## config.mk

```make
export PLATFORM = sky130hd
export DESIGN_NAME = bts_ram
export DESIGN_NICKNAME = d
export VERILOG_FILES = /design/src/hdl/binary_trie_key_set_assert.svh /design/src/hdl/bts_ram.sv
export SDC_FILE = /design/constraint.sdc
export NUM_CORES = 1
export LEC_CHECK = 0
export BUFFER_PORTS_ARGS = -buffer_cell sky130_fd_sc_hd__buf_2
export CAP_MARGIN = 20
export CORE_UTILIZATION = 56
export DETAILED_ROUTE_END_ITERATION = 7
export PLACE_DENSITY = 0.79
export SYNTH_ARGS = -nofsm -noshare
export SYNTH_HDL_FRONTEND = slang
export SYNTH_SLANG_ARGS = --single-unit
```

## constraint.sdc

```tcl
create_clock -name clk -period 1.7 [get_ports clk]
set_clock_uncertainty 0.05 [all_clocks]
set_input_delay 0.085 -clock clk [delete_from_list [all_inputs] [get_ports clk]]
set_output_delay 0.085 -clock clk [all_outputs]
set_load 0.03 [all_outputs]
```

## src/hdl/binary_trie_key_set_assert.svh

```systemverilog
// assertion macros for the binary trie key set
// used by the top level only, expects clk and rst_n in scope
`ifndef BINARY_TRIE_KEY_SET_ASSERT_SVH
`define BINARY_TRIE_KEY_SET_ASSERT_SVH

// same-cycle implication
`define BTS_ASSERT_NOW(label, ante, cons, msg) \
  label: assert property (@(posedge clk) disable iff (!rst_n) (ante) |-> (cons)) \
    else $error(msg);

// next-cycle implication
`define BTS_ASSERT_NEXT(label, ante, cons, msg) \
  label: assert property (@(posedge clk) disable iff (!rst_n) (ante) |=> (cons)) \
    else $error(msg);

`endif

```

## src/hdl/bts_ram.sv

```systemverilog
// generic simple dual port ram, one write and one registered read per cycle
// no dependencies
`default_nettype none

module bts_ram #(
  parameter int WIDTH = 8,
  parameter int DEPTH = 64
) (
  input  wire logic                     clk,
  input  wire logic                     we,
  input  wire logic [$clog2(DEPTH)-1:0] waddr,
  input  wire logic [WIDTH-1:0]         wdata,
  input  wire logic [$clog2(DEPTH)-1:0] raddr,
  output      logic [WIDTH-1:0]         rdata
);
  logic [WIDTH-1:0] mem [DEPTH];

  always_ff @(posedge clk) begin
    if (we) begin
      mem[waddr] <= wdata;
    end
    rdata <= mem[raddr];
  end
endmodule

`default_nettype wire

```

Word-level counts from Yosys, hierarchy flattened

Memories as Yosys holds them, arrays and structs flattened. A register that Yosys moved wholly into a read port is not among the register bits.
Cells that the tools add are included.

Register bits after elaboration: 0
Bits in writable memories: 512
Input port bits: 22
Memories: 1

Memories:

| name | depth | bits a word | read ports | clocked after Yosys merged registers in | wr ports | line          | RTL |
|---|---|---|---|---|---|---|---|
| mem  | 64    | 8           | 1          | 1                                       | 1        | bts_ram.sv:16 | `logic [WIDTH-1:0] mem [DEPTH];` |

Mux-type cells: 2

Operator list:

| kind    | number |
|---|---|
| $mux W1 | 2 |

Depth between registers and ports, before layout

Gate-level depths: netlist (run 1).

Word-level depth: 2
Mapped depth: 9
Gate-level depth less buffers: 5

Worst setup path before layout (run 1)

OpenSTA, ideal clock, no wires.

Path kind: input to register
Start point: in raddr[1]
End point: reg rdata[3], read port of mem
Data arrival time: 1.625 ns
Required time: 1.522 ns
Setup slack: -0.103 ns
Stages: 7
Buffers on the path: 3
Cell sequence: buf_4 > buf_2 > buf_2 > mux4_2 > mux4_2 > o21ai_1 > o41ai_1

RTL lines:

| element         | line          | RTL |
|---|---|---|
| start, declared | bts_ram.sv:13 | `input wire logic [$clog2(DEPTH)-1:0] raddr,` |
| end, declared   | bts_ram.sv:14 | `output logic [WIDTH-1:0] rdata` |

==> impl_metrics.tcl, run 1 <==
set metrics [dict create \
    run_status "finished with violations" \
    failed_checks "setup timing" \
    cts-buffers-inserted 50 \
    drv_cap 0 \
    routed_wire_length_per_instance_um 28.55 \
    reg2reg_from "mem[24][6]$_DFFE_PP_" \
    postSynthCellCount 940 \
    gp_congestion 0.8696 \
    post_drt_via_cell_ratio 6.355 \
    routed-via-count 10320 \
    yosys_warnings 0 \
    timing_max_transition_violations_final 0 \
    synth-async-reset-ratio_pct 0 \
    chipWidth_um 191.8 \
    detail_route_met2_wl_um 23540 \
    m1WireLength_um 16960 \
    critPathArrivalTime_ns 2.34 \
    drc_errors 0 \
    dominant_cells_by_area_after_synthesis "sky130_fd_sc_hd__edfxtp_1, sky130_fd_sc_hd__mux4_2, sky130_fd_sc_hd__nor2_1" \
    synth_top_cells_by_count "sky130_fd_sc_hd__edfxtp_1, sky130_fd_sc_hd__mux4_2, sky130_fd_sc_hd__nor2_1, sky130_fd_sc_hd__mux2i_1, sky130_fd_sc_hd__nand2_1" \
    cp_data_required_time_ns 2.09 \
    syn-num-nets 962 \
    synthToLayoutAreaGrowth_pct 17.16 \
    grt_setup_unrepaired "yes" \
    worst_slew_margin_rel_pct 33.22 \
    final-hold-violation-count 0 \
    p_leak_nw 7.707 \
    launch_point_of_the_critical_path "mem[24][6]$_DFFE_PP_" \
    final_net_count 1145 \
    gr-total-overflow 0 \
    antenna_cells 0 \
    ys_types 40 \
    synth.cell_area_um2 20170 \
    global_route.usage.total_pct 26.39 \
    layout_min_cycle_time_ns 1.955 \
    instances_no_fill 1624 \
    dp.final_hpwl_um 28280 \
    grt_start_max_net_pins 65 \
    placed_cells 1518 \
    clk_path_buf_depth 3 \
    floorplan.initialDensity_pct 56.84 \
    synth.yosys.seq_area_share_pct 77.03 \
    hold_path_startpoint "raddr[3]" \
    first_pass_grt_wire_length_um 68700 \
    cts.clk_slew.worst_paths_ns 0.06 \
    dr.first_iter.drc_count 1293 \
    setup_viol 8 \
    worstPathMaxFanout 1 \
    type_of_the_tightest_min_delay_check "input port to register" \
    synth-seq-cells 520 \
    postLayoutSetupSlackWorst_ns -0.2552 \
    fmax_mhz 511.5 \
    synth-main-ff-cell "sky130_fd_sc_hd__edfxtp_1" \
    num_io_pins 30 \
    synthDominantAreaCellType "sky130_fd_sc_hd__edfxtp_1" \
    first_global_vias 10640 \
    worst_margin_pin_slew_ns 1.002 \
    clk-insertion-delay-late_ns 0.57 \
    critPathKind "register to register" \
    worstSetupEndpointType "register" \
    clock_tree.htree_level_count 2 \
    antenna_violations_before_repair 1 \
    power_w 0.02622 \
    met3RoutedLength_um 4320 \
    tritoncts_num_sinks 520 \
    cts_tree "done" \
    avgSynthCellArea_um2 21.45 \
    std_cell_rows 69 \
    synth.most_common_cell "sky130_fd_sc_hd__edfxtp_1" \
    cts_root_buffer "sky130_fd_sc_hd__clkbuf_16" \
    design.core.area_um2 35480 \
    die_h_um 191.8 \
    route.antenna.remaining_nets 0 \
    floorplan.die_area_um2 36780 \
    synth_enable_flop_cells 512 \
    drt_pre_antenna_iters 5 \
    top_layer "met4" \
    yosys.area.top_type_share_pct 76.24 \
    final.period_utilization_pct 115.0 \
    totalWireLength_um 46360 \
    worst_hold_margin_ns 0.009426 \
    drive_above_1_share_pct 34.48 \
    start_kind "register" \
    power-per-cell-area_nw_per_um2 1110 \
    post_cts.repair.setup_buffers 0 \
    io_buffer_count 29 \
    peakVddDrop_mv 0.8994 \
]
## critical path, cell delays in order, from the launching register on
cell and delay, ns:
sky130_fd_sc_hd__edfxtp_1 0.39, sky130_fd_sc_hd__mux4_2 0.46, sky130_fd_sc_hd__mux2_4 0.28, sky130_fd_sc_hd__o221a_4 0.28
sky130_fd_sc_hd__nor3_4 0.26, sky130_fd_sc_hd__o32ai_1 0.11
## cells by family (layout without fill, tap and decap cells)
group,Yosys count,count (layout),synth area share (%)
DFF,520,520,77.03
muxes,162,162,15.94
and+or+nand+nor,153,153,3.387
AOI/OAI and AO/OA,54,54,2.072
buffers and inverters,51,274,1.570
## power breakdown
part           internal (W)  switching, W  leakage (nW)  total, W
Clock               0.00585       0.00455         0.752    0.0104
Combinational      0.000657      0.000937          2.28   0.00159
Sequential           0.0142     0.0000474          4.67    0.0142
Total                0.0207       0.00553          7.71    0.0262
## flip-flops by register name, summed over array words and instances (netlist names)
| register | count |
|---|---|
| mem | 512 |
| rdata | 8 |
## per-layer routing
| metal | track usage, % | vias up |
|---|---|---|
| met2 | 44.03 | 592 |
| met5 | 0 | - |
| met4 | 8.486 | 0 |
| met3 | 5.555 | 116 |
| met1 | 35.02 | 5319 |
| li1 | - | 4293 |
## cell usage in the layout (no fill, tap or decap), types with 13 or more instances in the layout
cell,Yosys,routed
sky130_fd_sc_hd__edfxtp_1,512,512
sky130_fd_sc_hd__buf_4,13,134
sky130_fd_sc_hd__nor2b_1,14,14
sky130_fd_sc_hd__nor2_1,83,80
sky130_fd_sc_hd__clkbuf_16,0,53
sky130_fd_sc_hd__nand3_1,13,13
sky130_fd_sc_hd__buf_2,11,26
sky130_fd_sc_hd__mux2i_1,23,23
sky130_fd_sc_hd__mux4_2,126,126
sky130_fd_sc_hd__nand2_1,19,19
## path summary, 6_finish.rpt
check                                         to  slack, ns  cells after the start
worst min register to register  rdata[0]$_DFF_P_       0.86                      4
worst min-delay path            rdata[7]$_DFF_P_      0.009                      4
worst max register to register  rdata[6]$_DFF_P_      -0.26                      5
worst max-delay path            rdata[6]$_DFF_P_      -0.26                      5
## timing repair
action	CTS	global route
hold buffers	3	5
cloned	0	0
pin swaps	4	7
resized for setup	19	13
hold endpoints to repair	5	71
setup endpoints to repair	8	8
## cell type report
type                    count  area, µm²
flip-flops and latches    520      15530
fillers                  2149      11860
multi-input cells         369       4497
repair buffers            182       1481
clock buffers              69       1426
well taps                 461      576.8
clock inverters            23      111.4
## stage by stage
stage / util [%] / cell area, µm² / setup WS (ns) / setup TNS, ns
floorplan: - / 20220 / -0.0004334 / -0.0006342
global placement: 61.23 / 21730 / -0.6135 / -3.556
detailed placement: 61.23 / 21730 / -0.6365 / -3.753
CTS: 65.93 / 23390 / -0.2688 / -1.301
global route: 66.59 / 23630 / -0.3460 / -1.826
finish: 66.59 / 23630 / -0.2552 / -1.429
No activity file was read; power rests on OpenSTA's default activity.
==> run 2: changes to the inputs <==
--- a/config.mk
+++ b/config.mk
@@ -7,7 +7,9 @@
 export LEC_CHECK = 0
 export BUFFER_PORTS_ARGS = -buffer_cell sky130_fd_sc_hd__buf_2
 export CAP_MARGIN = 20
-export CORE_UTILIZATION = 56
+export CELL_PAD_IN_SITES_DETAIL_PLACEMENT = 2
+export CELL_PAD_IN_SITES_GLOBAL_PLACEMENT = 2
+export CORE_UTILIZATION = 45
 export DETAILED_ROUTE_END_ITERATION = 7
 export PLACE_DENSITY = 0.79
 export SYNTH_ARGS = -nofsm -noshare
==> impl_metrics.tcl, run 2 (synthesized netlist as in run 1, its figures left out) <==
set metrics [dict create \
    top_register "mem" \
    drive_above_1_share_pct 36.09 \
    largest_register_ffs 512 \
    grt_setup_unrepaired "yes" \
    gp_congestion 0.8077 \
    start_kind "register" \
    p_leak_nw 7.866 \
    critPathArrivalTime_ns 2.40 \
    critical_path.cell_chain "mux4_2 > mux4_2 > nor2_2 > nor3_1 > o2bb2ai_1" \
    failed_checks "setup timing" \
    floorplan.initialDensity_pct 45.60 \
    gr-total-overflow 0 \
    critPathKind "register to register" \
    layout.cells.most_common "sky130_fd_sc_hd__edfxtp_1" \
    first_global_vias 11690 \
    global_route.usage.met2_pct 47.31 \
    totalNegativeSetupSlack_ns -1.512 \
    die_h_um 213.7 \
    final_net_count 1162 \
    type_of_the_tightest_min_delay_check "input port to register" \
    std_cell_rows 77 \
    dp.final_hpwl_um 39520 \
    io_buffer_count 29 \
    worst_hold_margin_ns 0.08283 \
    globalRoute.busiestLayer "met2" \
    totalWireLength_um 62260 \
    clock_tree.htree_level_count 2 \
    drt_pre_antenna_iters 5 \
    critical-path-max-stage-delay_ns 0.51 \
    design.core.area_um2 44220 \
    timing_max_transition_violations_final 0 \
    tritoncts_num_sinks 520 \
    drv_cap 0 \
    clk-insertion-delay-late_ns 0.62 \
    fmax_mhz 508.8 \
    placed_cells 1671 \
    grtUsageMet1_pct 35.60 \
    cts.clk_slew.worst_paths_ns 0.06 \
    layout.core_utilization_pct 54.48 \
    cpMostUsedCell "sky130_fd_sc_hd__mux4_2" \
    instances_no_fill 1776 \
    routed-via-count 10730 \
    dr.first_iter.drc_count 1145 \
    reg2regPathDepth 5 \
    route.antenna.remaining_nets 0 \
    chipWidth_um 213.7 \
    routed_wire_length_per_instance_um 35.05 \
    global_route.usage.total_pct 27.96 \
    cts_tree "done" \
    antenna_violations_before_repair 0 \
    post_cts.repair.setup_buffers 0 \
    grt_start_max_net_pins 65 \
    worst_hold_path.num_cells 1 \
    clk_path_buf_depth 3 \
    worstPathMaxFanout 1 \
    cp_slowest_cell "sky130_fd_sc_hd__mux4_2" \
    floorplan.die_area_um2 45670 \
    cts-buffers-inserted 54 \
    final-hold-violation-count 0 \
    postLayoutCellArea_um2 24090 \
    commonest_cells_after_routing_fill_and_taps_aside "sky130_fd_sc_hd__edfxtp_1, sky130_fd_sc_hd__buf_4, sky130_fd_sc_hd__mux4_2" \
    setup_viol 8 \
    dpl-instance-area_um2 22130 \
    grt_use_met3_pct 5.888 \
    synthToLayoutAreaGrowth_pct 19.47 \
    worstSetupEndpointType "register" \
    cts_root_buffer "sky130_fd_sc_hd__clkbuf_16" \
    first_pass_grt_wire_length_um 87550 \
    worst_margin_pin_slew_ns 0.8780 \
    reg_top3 "mem: 512 flops, rdata: 8 flops" \
    final.period_utilization_pct 115.6 \
    peakVddDrop_mv 0.8002 \
    postLayoutSetupSlackWorst_ns -0.2653 \
    multiInputGateArea_um2 4499 \
    run_status "finished with violations" \
    storage_element_area_um2 15530 \
    num_io_pins 30 \
    cp_data_required_time_ns 2.13 \
    fillerInstances 3701 \
    power-per-cell-area_nw_per_um2 1153 \
    drc_errors 0 \
    layout_min_cycle_time_ns 1.965 \
    worst_slew_margin_rel_pct 41.47 \
    rrSetupSlack_ns -0.27 \
    post_drt_via_cell_ratio 6.043 \
]
run 2: routing by layer:
layer,share of wire [%],up-vias
met4,3.3,0
met1,39,5832
met3,6.6,118
met5,0,-
li1,-,4324
met2,51,459
run 2: worst max-delay path: cells and delay by family (launching register included):
family          cells  cell delay, ns
flops               1            0.49
mux                 2            1.01
simple gates        2            0.16
compound gates      1            0.12
run 2: final timing paths:
| check | from | to |
|---|---|---|
| setup / recovery | mem[11][0]$_DFFE_PP_ | rdata[0]$_DFF_P_ |
| hold / removal | wdata[5] | mem[42][5]$_DFFE_PP_ |
| setup reg to reg | mem[11][0]$_DFFE_PP_ | rdata[0]$_DFF_P_ |
| hold reg to reg | mem[31][6]$_DFFE_PP_ | rdata[6]$_DFF_P_ |
run 2: metrics by stage:
step | power [W] | worst slack, ns
global placement | 0.01602 | -0.5438
floorplan | 0.01530 | -0.0004334
CTS | 0.02789 | -0.2691
global route | 0.02839 | -0.2770
detailed placement | 0.01615 | -0.7249
finish | 0.02777 | -0.2653
run 2: report_power, final:
part / switching [W] / total [W] / internal [W]
clock: 0.00500 / 0.0118 / 0.00679
combinational: 0.00106 / 0.00173 / 0.000672
sequential: 0.0000675 / 0.0143 / 0.0142
run 2: cell type report:
type / instances / area share (%)
Tap cell: 592 / 3.074
Multi-Input combinational cell: 369 / 18.67
Clock buffer: 80 / 6.486
Antenna cell: 1 / 0.01039
Sequential cell: 520 / 64.48
Clock inverter: 19 / 0.6959
Timing Repair Buffer: 195 / 6.580
run 2: what timing repair did:
item | 4_1_cts | 5_1_grt
resized for setup | 24 | 7
pin swaps | 5 | 1
endpoints found under the setup margin | 8 | 8
endpoints found under the hold margin | 101 | 0
hold buffers | 4 | 0
==> run 3: changes to the inputs <==
--- a/config.mk
+++ b/config.mk
@@ -5,13 +5,15 @@
 export SDC_FILE = /design/constraint.sdc
 export NUM_CORES = 1
 export LEC_CHECK = 0
+export ABC_AREA = 1
 export BUFFER_PORTS_ARGS = -buffer_cell sky130_fd_sc_hd__buf_2
 export CAP_MARGIN = 20
 export CELL_PAD_IN_SITES_DETAIL_PLACEMENT = 2
 export CELL_PAD_IN_SITES_GLOBAL_PLACEMENT = 2
-export CORE_UTILIZATION = 45
+export CORE_UTILIZATION = 39
 export DETAILED_ROUTE_END_ITERATION = 7
-export PLACE_DENSITY = 0.79
+export PLACE_DENSITY_LB_ADDON = 0.1
+export REMOVE_ABC_BUFFERS = 1
 export SYNTH_ARGS = -nofsm -noshare
 export SYNTH_HDL_FRONTEND = slang
 export SYNTH_SLANG_ARGS = --single-unit
==> impl_metrics.tcl, run 3 <==
set metrics [dict create \
    grt_setup_unrepaired "no" \
    synthDominantAreaCellType "sky130_fd_sc_hd__edfxtp_1" \
    routed_wire_length_per_instance_um 25.58 \
    grt_start_max_net_pins 65 \
    global_route.usage.total_pct 25.21 \
    cp_slowest_cell "sky130_fd_sc_hd__dfxtp_1" \
    clock_tree.htree_level_count 2 \
    post_drt_via_cell_ratio 5.497 \
    type_of_the_tightest_min_delay_check "input port to register" \
    floorplan.initialDensity_pct 39.58 \
    fmax_mhz 668.5 \
    p_leak_nw 9.162 \
    fillerInstances 5405 \
    first_pass_grt_wire_length_um 103500 \
    layout.core_utilization_pct 46.15 \
    std_cell_rows 85 \
    peakVddDrop_mv 0.9421 \
    timing_max_transition_violations_final 0 \
    rrSetupSlack_ns 0.25 \
    die_h_um 235.9 \
    layout_min_cycle_time_ns 1.496 \
    postSynthCellCount 1805 \
    top_register "mem" \
    first_global_vias 16190 \
    yosys.area.top_type_share_pct 72.05 \
    run_status "completed" \
    worst_slew_margin_rel_pct 41.26 \
    setup_viol 0 \
    worst_margin_pin_slew_ns 0.8811 \
    final-hold-violation-count 0 \
    clk_path_buf_depth 3 \
    post_cts.repair.setup_buffers 0 \
    start_kind "register" \
    power-per-cell-area_nw_per_um2 1119 \
    synth.most_common_cell "sky130_fd_sc_hd__nand2_1" \
    yosys_warnings 0 \
    largest_register_ffs 512 \
    gr-total-overflow 0 \
    chipWidth_um 235.9 \
    final.period_utilization_pct 87.99 \
    storage_element_area_um2 15530 \
    ys_types 16 \
    synth-seq-cells 520 \
    synth-main-ff-cell "sky130_fd_sc_hd__edfxtp_1" \
    worstPathBufferInverterCount 1 \
    hold-path-endpoint "mem[50][4]$_DFFE_PP_" \
    cts.clk_slew.worst_paths_ns 0.06 \
    synth_enable_flop_cells 512 \
    multiInputGateArea_um2 4946 \
    synth_top_cells_by_count "sky130_fd_sc_hd__nand2_1, sky130_fd_sc_hd__edfxtp_1, sky130_fd_sc_hd__nand3_1, sky130_fd_sc_hd__nor2_1, sky130_fd_sc_hd__buf_2" \
    design.core.area_um2 53920 \
    cpLargestDelayFamily "flip-flops" \
    synth.yosys.seq_area_share_pct 72.80 \
    synthToLayoutAreaGrowth_pct 16.61 \
    gp_congestion 0.8028 \
    postLayoutCellArea_um2 24880 \
    critical_path.cell_chain "buf_2" \
    cts-buffers-inserted 56 \
    synth.cell_area_um2 21340 \
    worstSetupEndpointType "output pin" \
    reg2regPathDepth 8 \
    drt_pre_antenna_iters 5 \
    cts_root_buffer "sky130_fd_sc_hd__clkbuf_16" \
    tritoncts_num_sinks 520 \
    floorplan.die_area_um2 55660 \
    reg_top3 "mem: 512 flops, rdata: 8 flops" \
    antenna_violations_before_repair 4 \
    clk-insertion-delay-late_ns 0.61 \
    final_net_count 1968 \
    route.antenna.remaining_nets 0 \
    totalWireLength_um 68650 \
    cts_tree "done" \
    layout.cells.most_common "sky130_fd_sc_hd__nand2_1" \
    critPathArrivalTime_ns 1.36 \
    commonest_cells_after_routing_fill_and_taps_aside "sky130_fd_sc_hd__nand2_1, sky130_fd_sc_hd__edfxtp_1, sky130_fd_sc_hd__nand3_1" \
    dpl-instance-area_um2 23120 \
    critPathKind "register to output pin" \
    io_buffer_count 29 \
    num_io_pins 30 \
    avgSynthCellArea_um2 11.82 \
    drv_cap 0 \
    worstPathMaxFanout 1 \
    drive_above_1_share_pct 13.24 \
    routed-via-count 14750 \
    reg2reg_from "mem[3][6]$_DFFE_PP_" \
    cp_data_required_time_ns 1.56 \
    dr.first_iter.drc_count 758 \
    worst_hold_path.num_cells 3 \
    synth-async-reset-ratio_pct 0 \
    r2r-end "rdata[6]$_DFF_P_" \
    hold_path_startpoint "waddr[2]" \
    drc_errors 0 \
    critical-path-max-stage-delay_ns 0.49 \
    dp.final_hpwl_um 42640 \
    dominant_cells_by_area_after_synthesis "sky130_fd_sc_hd__edfxtp_1, sky130_fd_sc_hd__nand2_1, sky130_fd_sc_hd__nand3_1" \
]
[run 3: area by class of cell]
type                    instances  area share (%)
inverters                      12          0.2213
flip-flops and latches        520           62.43
clock inverters                31          0.8548
diodes                          1         0.01006
repair buffers                196           7.206
multi-input cells            1160           19.88
well taps                     696           3.500
clock buffers                  68           5.898
[run 3: timing repair]
action | in CTS | in global routing
gates resized for setup | 0 | 0
hold endpoints to repair | 392 | 0
hold buffers | 8 | 0
[run 3: cells by family after synthesis]
logic type             after synthesis  share of synthesized area (%)
buffers and inverters              125                          4.022
and+or+nand+nor                   1160                          23.18
DFF                                520                          72.80
[run 3: routing by layer]
metal  global-route usage [%]  vias up  wire length [µm]
li1                         -     6640                 -
met2                    42.14      290             33120
met3                    3.066      113              2911
met1                    34.23     7709             30750
met5                        0        -                11
met4                    8.061        2              1862
[run 3: power by group]
group          internal (W)  switching [W]
clock               0.00652        0.00502
sequential           0.0142      0.0000633
combinational      0.000585        0.00146
[run 3: per-stage QoR]
| stage | hold WS, ns | cells | setup slack, ns | power, W | setup TNS [ns] |
|---|---|---|---|---|---|
| 2_1_floorplan | 0.1339 | 1692 | -0.9519 | 0.01525 | -7.669 |
| 3_3_place_gp | 0.4557 | 2576 | -0.1712 | 0.01648 | -0.6293 |
| 3_5_place_dp | 0.4571 | 2576 | -0.2216 | 0.01656 | -0.8612 |
| 4_1_cts | 0.01847 | 2683 | 0.1681 | 0.02811 | 0 |
| 5_1_grt | 0.05198 | 2684 | 0.1521 | 0.02872 | 0 |
| 6_report | 0.07432 | 2684 | 0.2042 | 0.02784 | 0 |
[run 3: how the worst max path moves through the flow]
stage,from,end,cells past startpoint
floorplan,raddr[1],rdata[7]$_DFF_P_,8
global placement,raddr[1],rdata[1]$_DFF_P_,11
detailed placement,raddr[1],rdata[1]$_DFF_P_,11
CTS,rdata[1]$_DFF_P_,rdata[1],1
global route,mem[15][1]$_DFFE_PP_,rdata[1]$_DFF_P_,8
finish,rdata[7]$_DFF_P_,rdata[7],1
